--- src/hw/rtl/gradient_norm_clip_core_defines.svh ---
// Assertion macros shared by the gradient norm clip RTL.
// Needs signals named clk and arst_n in the module that uses them.
`ifndef GRADIENT_NORM_CLIP_CORE_DEFINES_SVH
`define GRADIENT_NORM_CLIP_CORE_DEFINES_SVH

// Property that must hold at every clock edge outside reset
`define GNC_ASSERT(lbl, prop, msg) \
	lbl: assert property (@(posedge clk) disable iff (!arst_n) prop) else $error(msg);

// Antecedent in one cycle implies consequent in the next
`define GNC_ASSERT_NEXT(lbl, ante, cons, msg) \
	lbl: assert property (@(posedge clk) disable iff (!arst_n) (ante) |=> (cons)) else $error(msg);

`endif

--- src/hw/rtl/gnc_pkg.sv ---
// Shared constants, types and state encodings for the gradient norm clip block.
// No dependencies.
package gnc_pkg;

	// Element buffer
	localparam int unsigned MAX_ELEMENTS = 64;
	localparam int unsigned ADDR_W       = $clog2(MAX_ELEMENTS);
	localparam int unsigned CNT_W        = $clog2(MAX_ELEMENTS + 1);

	// Field and datapath widths
	localparam int unsigned GRAD_W  = 16;
	localparam int unsigned NORM_W  = 24;
	localparam int unsigned SQ_W    = 2 * GRAD_W;
	localparam int unsigned SUM_W   = 37;
	localparam int unsigned ROOT_W  = (SUM_W + 1) / 2;
	localparam int unsigned RAD_W   = 2 * ROOT_W;
	localparam int unsigned REM_W   = ROOT_W + 2;
	localparam int unsigned SCALE_W = 16;
	localparam int unsigned PROD_W  = GRAD_W + SCALE_W;
	localparam int unsigned CALC_CNT_W = $clog2(ROOT_W);

	// Threshold after reset: 1.0 in Q12.12
	localparam logic [NORM_W-1:0] THR_RST = NORM_W'(4096);

	// Top level sequencer
	typedef enum logic [2:0] {
		ST_LOAD,
		ST_FLUSH,
		ST_START,
		ST_WAIT,
		ST_RD,
		ST_LD
	} gnc_state_t;

	// Norm and scale unit sequencer
	typedef enum logic [1:0] {
		CS_IDLE,
		CS_SQRT,
		CS_CMP,
		CS_DIV
	} gnc_calc_state_t;

	// Result of the norm and scale unit
	typedef struct packed {
		logic               done;
		logic               clip;
		logic [SCALE_W-1:0] scale;
	} gnc_calc_stat_t;

endpackage

--- src/hw/rtl/gnc_norm_scale.sv ---
// Bit-serial square root of the sum of squares, then bit-serial division
// threshold * 2^16 / norm when the norm exceeds the threshold. Uses gnc_pkg.
`include "gradient_norm_clip_core_defines.svh"

module gnc_norm_scale (
	input  logic                          clk,
	input  logic                          arst_n,
	input  logic                          start,
	input  logic [gnc_pkg::SUM_W-1:0]     sum,
	input  logic [gnc_pkg::NORM_W-1:0]    thr,
	output gnc_pkg::gnc_calc_stat_t       stat
);
	import gnc_pkg::*;

	gnc_calc_state_t        cs_q, cs_nx;
	logic [RAD_W-1:0]       rad_q;
	logic [REM_W-1:0]       rem_q;
	logic [ROOT_W-1:0]      root_q;
	logic [SCALE_W-1:0]     quo_q;
	logic [CALC_CNT_W-1:0]  cnt_q;
	logic                   clip_q;
	logic                   done_q;

	logic                   load_en, sqrt_en, cmp_en, div_en;
	logic                   sqrt_last, div_last, clip_nx;
	logic [REM_W+1:0]       sq_work, sq_trial;
	logic [REM_W-1:0]       dv_work, dv_norm;

	assign sqrt_last = (cnt_q == CALC_CNT_W'(ROOT_W - 1));
	assign div_last  = (cnt_q == CALC_CNT_W'(SCALE_W - 1));
	assign clip_nx   = (NORM_W'(root_q) > thr);

	// One root digit: bring down two radicand bits, try (root << 2) | 1
	assign sq_work  = {rem_q, rad_q[RAD_W-1 -: 2]};
	assign sq_trial = (REM_W + 2)'({root_q, 2'b01});

	// One quotient bit: the dividend's low bits are all zero
	assign dv_work = {rem_q[REM_W-2:0], 1'b0};
	assign dv_norm = REM_W'(root_q);

	// Next state
	always_comb begin
		cs_nx = cs_q;
		unique case (cs_q)
			CS_IDLE: if (start) cs_nx = CS_SQRT;
			CS_SQRT: if (sqrt_last) cs_nx = CS_CMP;
			CS_CMP:  cs_nx = clip_nx ? CS_DIV : CS_IDLE;
			CS_DIV:  if (div_last) cs_nx = CS_IDLE;
			default: cs_nx = CS_IDLE;
		endcase
	end

	// Step enables
	always_comb begin
		load_en = 1'b0;
		sqrt_en = 1'b0;
		cmp_en  = 1'b0;
		div_en  = 1'b0;
		unique case (cs_q)
			CS_IDLE: load_en = start;
			CS_SQRT: sqrt_en = 1'b1;
			CS_CMP:  cmp_en  = 1'b1;
			CS_DIV:  div_en  = 1'b1;
			default: ;
		endcase
	end

	// Control registers
	always_ff @(posedge clk or negedge arst_n) begin
		if (!arst_n) begin
			cs_q   <= CS_IDLE;
			cnt_q  <= '0;
			clip_q <= 1'b0;
			done_q <= 1'b0;
		end else begin
			cs_q   <= cs_nx;
			done_q <= (cmp_en && !clip_nx) || (div_en && div_last);
			if (load_en || cmp_en || (sqrt_en && sqrt_last)) begin
				cnt_q <= '0;
			end else if (sqrt_en || div_en) begin
				cnt_q <= cnt_q + 1'b1;
			end
			if (cmp_en) begin
				clip_q <= clip_nx;
			end
		end
	end

	// Shift registers of the root and the quotient
	always_ff @(posedge clk) begin
		if (load_en) begin
			rad_q  <= RAD_W'(sum);
			rem_q  <= '0;
			root_q <= '0;
		end else if (sqrt_en) begin
			rad_q <= rad_q << 2;
			if (sq_work >= sq_trial) begin
				rem_q  <= REM_W'(sq_work - sq_trial);
				root_q <= {root_q[ROOT_W-2:0], 1'b1};
			end else begin
				rem_q  <= REM_W'(sq_work);
				root_q <= {root_q[ROOT_W-2:0], 1'b0};
			end
		end else if (cmp_en) begin
			// the threshold is below the norm whenever the division runs
			rem_q <= REM_W'(thr[ROOT_W-1:0]);
			quo_q <= '0;
		end else if (div_en) begin
			if (dv_work >= dv_norm) begin
				rem_q <= dv_work - dv_norm;
				quo_q <= {quo_q[SCALE_W-2:0], 1'b1};
			end else begin
				rem_q <= dv_work;
				quo_q <= {quo_q[SCALE_W-2:0], 1'b0};
			end
		end
	end

	assign stat.done  = done_q;
	assign stat.clip  = clip_q;
	assign stat.scale = quo_q;

	`GNC_ASSERT(a_start_idle, (start |-> (cs_q == CS_IDLE)), "start while unit busy")
	`GNC_ASSERT_NEXT(a_done_pulse, done_q, !done_q, "done held longer than one cycle")
	`GNC_ASSERT(a_div_rem, ((cs_q == CS_DIV) |-> (rem_q < dv_norm)), "division remainder not below norm")

endmodule

--- src/hw/rtl/gradient_norm_clip_core.sv ---
// Top level of the gradient clip block: element buffer, sum of squares and
// emission sequencer. Uses gnc_pkg and gnc_norm_scale.
//
// Usage:
//   Input channel (in_valid/in_ready, grad_in, last_in) takes one beat per
//   cycle while a set loads. A set ends on the beat with last_in high, or on
//   the beat that fills the 64-entry buffer.
//   The norm is then found by a bit-serial square root, and when
//   it exceeds the threshold the scale by a bit-serial divide.
//   in_ready stays low until the last beat of the set is in the output
//   register. Output channel (out_valid/out_ready, grad_out, last_out,
//   clipped) gives the set in arrival order; each beat is a registered
//   buffer read, then an output register load.
//   When the receiver stalls, the output register holds its beat and the
//   emission waits; once the last beat is in the output register the next
//   set may start loading.
//   cfg_we writes the clip threshold from cfg_wdata; do so only while idle.
//   Reset (arst_n low) empties the set, drops any pending output beat and
//   sets the threshold to 1.0. Buffer contents are not cleared.
`include "gradient_norm_clip_core_defines.svh"

module gradient_norm_clip_core (
	input  logic                               clk,
	input  logic                               arst_n,
	input  logic                               cfg_we,
	input  logic [gnc_pkg::NORM_W-1:0]         cfg_wdata,
	input  logic                               in_valid,
	output logic                               in_ready,
	input  logic signed [gnc_pkg::GRAD_W-1:0]  grad_in,
	input  logic                               last_in,
	output logic                               out_valid,
	input  logic                               out_ready,
	output logic signed [gnc_pkg::GRAD_W-1:0]  grad_out,
	output logic                               last_out,
	output logic                               clipped
);
	import gnc_pkg::*;

	gnc_state_t           state_q, state_nx;
	logic [NORM_W-1:0]    thr_q;
	logic [CNT_W-1:0]     count_q;
	logic [ADDR_W-1:0]    rd_idx_q;
	logic [SUM_W-1:0]     sum_q;
	logic [SQ_W-1:0]      sq_s1;
	logic                 sq_vld_s1;
	logic [GRAD_W-1:0]    mem [MAX_ELEMENTS];
	logic [GRAD_W-1:0]    rdata_q;
	logic                 out_valid_q;
	logic [GRAD_W-1:0]    grad_q;
	logic                 last_q;
	logic                 clip_q;

	gnc_calc_stat_t       calc_stat;
	logic                 calc_start, sum_clr, emit_load, emit_last, slot_free;
	logic                 in_acc, end_set;
	logic [GRAD_W-1:0]    in_raw, in_mag;
	logic                 rd_neg;
	logic [GRAD_W-1:0]    rd_mag, prod_hi, scaled;
	logic [PROD_W-1:0]    prod;

	assign in_acc    = in_valid && in_ready;
	assign end_set   = last_in || (count_q == CNT_W'(MAX_ELEMENTS - 1));
	assign slot_free = !out_valid_q || out_ready;
	assign emit_last = ((CNT_W'(rd_idx_q) + 1'b1) == count_q);

	// Next state
	always_comb begin
		state_nx = state_q;
		unique case (state_q)
			ST_LOAD:  if (in_acc && end_set) state_nx = ST_FLUSH;
			ST_FLUSH: state_nx = ST_START;
			ST_START: state_nx = ST_WAIT;
			ST_WAIT:  if (calc_stat.done) state_nx = ST_RD;
			ST_RD:    state_nx = ST_LD;
			ST_LD:    if (slot_free) state_nx = emit_last ? ST_LOAD : ST_RD;
			default:  state_nx = ST_LOAD;
		endcase
	end

	// Sequencer outputs
	always_comb begin
		in_ready   = 1'b0;
		calc_start = 1'b0;
		sum_clr    = 1'b0;
		emit_load  = 1'b0;
		unique case (state_q)
			ST_LOAD:  in_ready = 1'b1;
			ST_START: begin
				calc_start = 1'b1;
				sum_clr    = 1'b1;
			end
			ST_LD:    emit_load = slot_free;
			default:  ;
		endcase
	end

	// Control registers
	always_ff @(posedge clk or negedge arst_n) begin
		if (!arst_n) begin
			state_q     <= ST_LOAD;
			thr_q       <= THR_RST;
			count_q     <= '0;
			rd_idx_q    <= '0;
			sq_vld_s1   <= 1'b0;
			out_valid_q <= 1'b0;
		end else begin
			state_q   <= state_nx;
			sq_vld_s1 <= in_acc;
			if (cfg_we) begin
				thr_q <= cfg_wdata;
			end
			if (in_acc) begin
				count_q <= count_q + 1'b1;
			end else if (emit_load && emit_last) begin
				count_q <= '0;
			end
			if (emit_load) begin
				rd_idx_q <= emit_last ? '0 : rd_idx_q + 1'b1;
			end
			if (emit_load) begin
				out_valid_q <= 1'b1;
			end else if (out_ready) begin
				out_valid_q <= 1'b0;
			end
		end
	end

	// Square of the incoming element, then accumulate
	assign in_raw = $unsigned(grad_in);
	assign in_mag = in_raw[GRAD_W-1] ? (~in_raw + 1'b1) : in_raw;

	always_ff @(posedge clk) begin
		sq_s1 <= in_mag * in_mag;
	end

	always_ff @(posedge clk or negedge arst_n) begin
		if (!arst_n) begin
			sum_q <= '0;
		end else if (sum_clr) begin
			sum_q <= '0;
		end else if (sq_vld_s1) begin
			sum_q <= sum_q + SUM_W'(sq_s1);
		end
	end

	// Element buffer, registered read
	always_ff @(posedge clk) begin
		if (in_acc) begin
			mem[count_q[ADDR_W-1:0]] <= in_raw;
		end
		rdata_q <= mem[rd_idx_q];
	end

	// Scale by magnitude; negative results round toward minus infinity
	assign rd_neg  = rdata_q[GRAD_W-1];
	assign rd_mag  = rd_neg ? (~rdata_q + 1'b1) : rdata_q;
	assign prod    = PROD_W'(rd_mag) * PROD_W'(calc_stat.scale);
	assign prod_hi = prod[PROD_W-1 -: GRAD_W]
		+ GRAD_W'(rd_neg && (prod[SCALE_W-1:0] != '0));
	assign scaled  = rd_neg ? (~prod_hi + 1'b1) : prod_hi;

	// Output register
	always_ff @(posedge clk) begin
		if (emit_load) begin
			grad_q <= calc_stat.clip ? scaled : rdata_q;
			last_q <= emit_last;
			clip_q <= calc_stat.clip;
		end
	end

	gnc_norm_scale u_norm_scale (
		.clk      (clk),
		.arst_n   (arst_n),
		.start    (calc_start),
		.sum      (sum_q),
		.thr      (thr_q),
		.stat     (calc_stat)
	);

	assign out_valid = out_valid_q;
	assign grad_out  = $signed(grad_q);
	assign last_out  = last_q;
	assign clipped   = clip_q;

	`GNC_ASSERT(a_count_max, (count_q <= CNT_W'(MAX_ELEMENTS)), "element count past buffer depth")
	`GNC_ASSERT(a_rd_in_set, ((state_q == ST_LD) |-> (CNT_W'(rd_idx_q) < count_q)), "read beyond set")
	`GNC_ASSERT_NEXT(a_end_stops_in, (in_acc && end_set), !in_ready, "input taken after set end")

endmodule

--- config.mk ---
export PLATFORM = sky130hd
export DESIGN_NAME = gradient_norm_clip_core
export DESIGN_NICKNAME = d
export VERILOG_FILES = /design/src/hw/rtl/gnc_pkg.sv /design/src/hw/rtl/gnc_norm_scale.sv /design/src/hw/rtl/gradient_norm_clip_core.sv
export VERILOG_INCLUDE_DIRS = /design/src /design/src/hw/rtl
export SDC_FILE = /design/constraint.sdc
export NUM_CORES = 2
export LEC_CHECK = 0
export BUFFER_PORTS_ARGS = -buffer_cell sky130_fd_sc_hd__clkbuf_2
export CAP_MARGIN = 15
export CORE_MARGIN = 4
export CORE_UTILIZATION = 59
export DETAILED_ROUTE_END_ITERATION = 6
export PLACE_DENSITY = 0.75
export REMOVE_ABC_BUFFERS = 1
export SKIP_CTS_REPAIR_TIMING = 1
export SLEW_MARGIN = 30
export SYNTH_ARGS = -nofsm -noshare
export SYNTH_HDL_FRONTEND = slang
export SYNTH_SLANG_ARGS = --single-unit
--- constraint.sdc ---
create_clock -name clk -period 12.8 [get_ports clk]
set_input_delay 1.92 -clock clk [delete_from_list [all_inputs] [get_ports clk]]
set_output_delay 1.92 -clock clk [all_outputs]
set_load 0.01 [all_outputs]
==> results.cfg <==
[run_status]
status = finished, final reports clean

[logic_synthesis]
synthCells = 4942
ys_ff_latch = 1271
syn_area_um2 = 69160
yosys.area.top_type = edfxtp_1
ys_warn_count = 0
ys_top_cells_by_area = edfxtp_1, mux4_2, fa_1, ha_1, dfrtp_1
ys.flop_type = edfxtp_1
yosys-top-cells-count = edfxtp_1, inv_1, nand2_1, fa_1, mux4_2
async_reset_ff_share_pct = 6.924
yosysUniqueCellTypes = 93
yosysSeqAreaShare_pct = 53.28
synth_top_area_share_pct = 47.54
synth_most_common_cell = edfxtp_1
syn_avg_cell_area_um2 = 13.99
synth_edf_count = 1095

[critical_path]
ff2ff_path_depth = 35
crit_slowest_cell = o41ai_1
end_kind = flip-flop
rrSetupSlack_ps = 2500
crit_fanout = 16
crit_buf_inv = 4
start_kind = flip-flop
path_delay_family = adder cells
critical_path_class = reg2reg
crit_required_ps = 13300
cpPeakStageDelay_ps = 640
path_common_cell = fa_1
rr_startpoint = rdata_q[3]
worstPathArrival_ps = 10800
worst_r2r_endpoint = grad_out[12]

[layout]
drive_above_1_share_pct = 15.65
area_growth_pct = 10.35
seq_area_um2 = 36870
multiInputGateArea_um2 = 29570
nets = 5794
stdcell_area_um2 = 76310
instances_no_fill = 6726
num-fill-cells = 7961

[drt]
drc_errors = 0
drt_pre_antenna_iters = 5
drtIter0Drc = 4849
avgRoutedWirePerCell_um = 25.56
finalWirelength_mm = 171.9
vias = 41547
vias_per_cell = 6.177
ant_nets = 0

[cts]
cts-root-buf = clkbuf_16
htreeDepth = 4
insertion_delay_ps = 750
clkTransAtPathRegs_ps = 60
clockBufferDepth = 3
cts_buffers = 133
cts_tree = built
clkSinkCount = 1271

[sta]
hold_violations = 0
max_freq_mhz = 97.06
drv_slew = 0
rsz0062_at_grt = no
relSlewSlack_pct = 30.61
finalCritPeriodShare_pct = 80.49
fin_crit_ps = 10300
whs_ps = 487.2
finalSetupViolCount = 0
setup-tns-final_ps = 0
tightestPinTransition_ps = 1036
clock_skew_ps = 35.46

[min_path]
min_to = u_norm_scale.rad_q[37]
whs_path_depth = 2
hp-start = u_norm_scale.rad_q[37]
hp-class = reg2reg

[global_route]
grt_usage_pct = 28.74
grt_max_degree = 151
gr-total-overflow = 0
first_global_vias = 42834
antenna_found_initial = 6
grt_pass1_wl_mm = 263.9

[die]
rows = 125
ioPinCount = 66
die_y_um = 350.4
dieArea_um2 = 122800
initial_core_util_pct = 59.51
die_w_um = 350.4
fp.coreArea_um2 = 116200

[job]
max_cap_viol_count = 0

[placement]
dp_cells = 6478
hpwlAfterDp_mm = 104.7
port_buffers = 65
dpl-instance-area_um2 = 71830
gp_congestion = 0.8910
-- worst min-delay path, cell delays in order, from the launching register on --
cell	delay (ps)
dfxtp_1	330
nand2_1	60
a21oi_1	50
-- sequential cells by signal, indices dropped and copies added (netlist names), 5 cells and up --
name	flops
mem	1024
u_norm_scale.rad_q	38
sum_q	37
sq_s1	31
thr_q	24
u_norm_scale.rem_q	21
u_norm_scale.root_q	19
grad_out	16
rdata_q	16
u_norm_scale.quo_q	16
count_q	7
rd_idx_q	6
u_norm_scale.cnt_q	5
-- per-layer routing --
| layer | up-vias | GRT usage, % | share of wire [%] |
|---|---|---|---|
| li1 | 17990 | - | - |
| met1 | 21076 | 38.80 | 38 |
| met2 | 2050 | 47.23 | 49 |
| met3 | 427 | 4.991 | 8.7 |
| met4 | 4 | 11.27 | 4.3 |
| met5 | - | 0 | 0.015 |
-- stage by stage --
step,util (%),setup slack [ps]
after global routing,65.67,1887
after detailed placement,61.82,1946
final,65.67,2497
after global placement,61.79,2148
after CTS,65.65,2534
after floorplan,-,217.9
-- cell families (layout without fill, tap and decap cells) --
family | Yosys count | after routing | share of synthesized area (%)
flip-flops | 1271 | 1271 | 53.28
XOR/XNOR | 188 | 188 | 2.433
other | 2 | 13 | 0.01086
AO/OA/AOI/OAI | 551 | 551 | 5.060
buffers and inverters | 758 | 1007 | 4.123
AND/OR/NAND/NOR | 1112 | 1112 | 7.356
multiplexers | 402 | 402 | 11.94
adder cells (fa/ha/maj) | 658 | 658 | 15.80
-- how the worst max path moves through the flow --
stage / start / end / slack (ps) / depth (start not counted)
floorplan: rd_idx_q[0] / rd_idx_q[0] / 220 / 9
global placement: grad_in[0] / sq_s1[31] / 2150 / 33
detailed placement: grad_in[0] / sq_s1[31] / 1950 / 33
CTS: rdata_q[3] / grad_out[12] / 2530 / 35
global route: rdata_q[3] / grad_out[12] / 1890 / 35
finish: rdata_q[3] / grad_out[12] / 2500 / 35
-- final cells by class --
cell class,count,share of cell area [%]
Inverter,560,2.754
Multi-Input combinational cell,2923,38.75
Antenna cell,1,0.003279
Timing Repair Buffer,201,1.848
Sequential cell,1271,48.31
Clock inverter,65,1.030
Clock buffer,181,4.805
Tap cell,1524,2.499
-- placed cells by master (no fill, tap or decap), types with 129 or more instances in the layout --
master     netlist  final
a21oi_1        156    155
and2_1         143    143
buf_4            0    132
clkbuf_16        0    137
edfxtp_1      1095   1095
fa_1           359    359
ha_1           299    299
inv_1          555    554
mux4_2         336    336
nand2_1        476    476
nor2_1         274    271
o21ai_0        140    138
xnor2_1        130    129
Power is left out: the tool's default activity adds up to more than one toggle a clock period on the data nets, which glitch-free logic cannot reach.
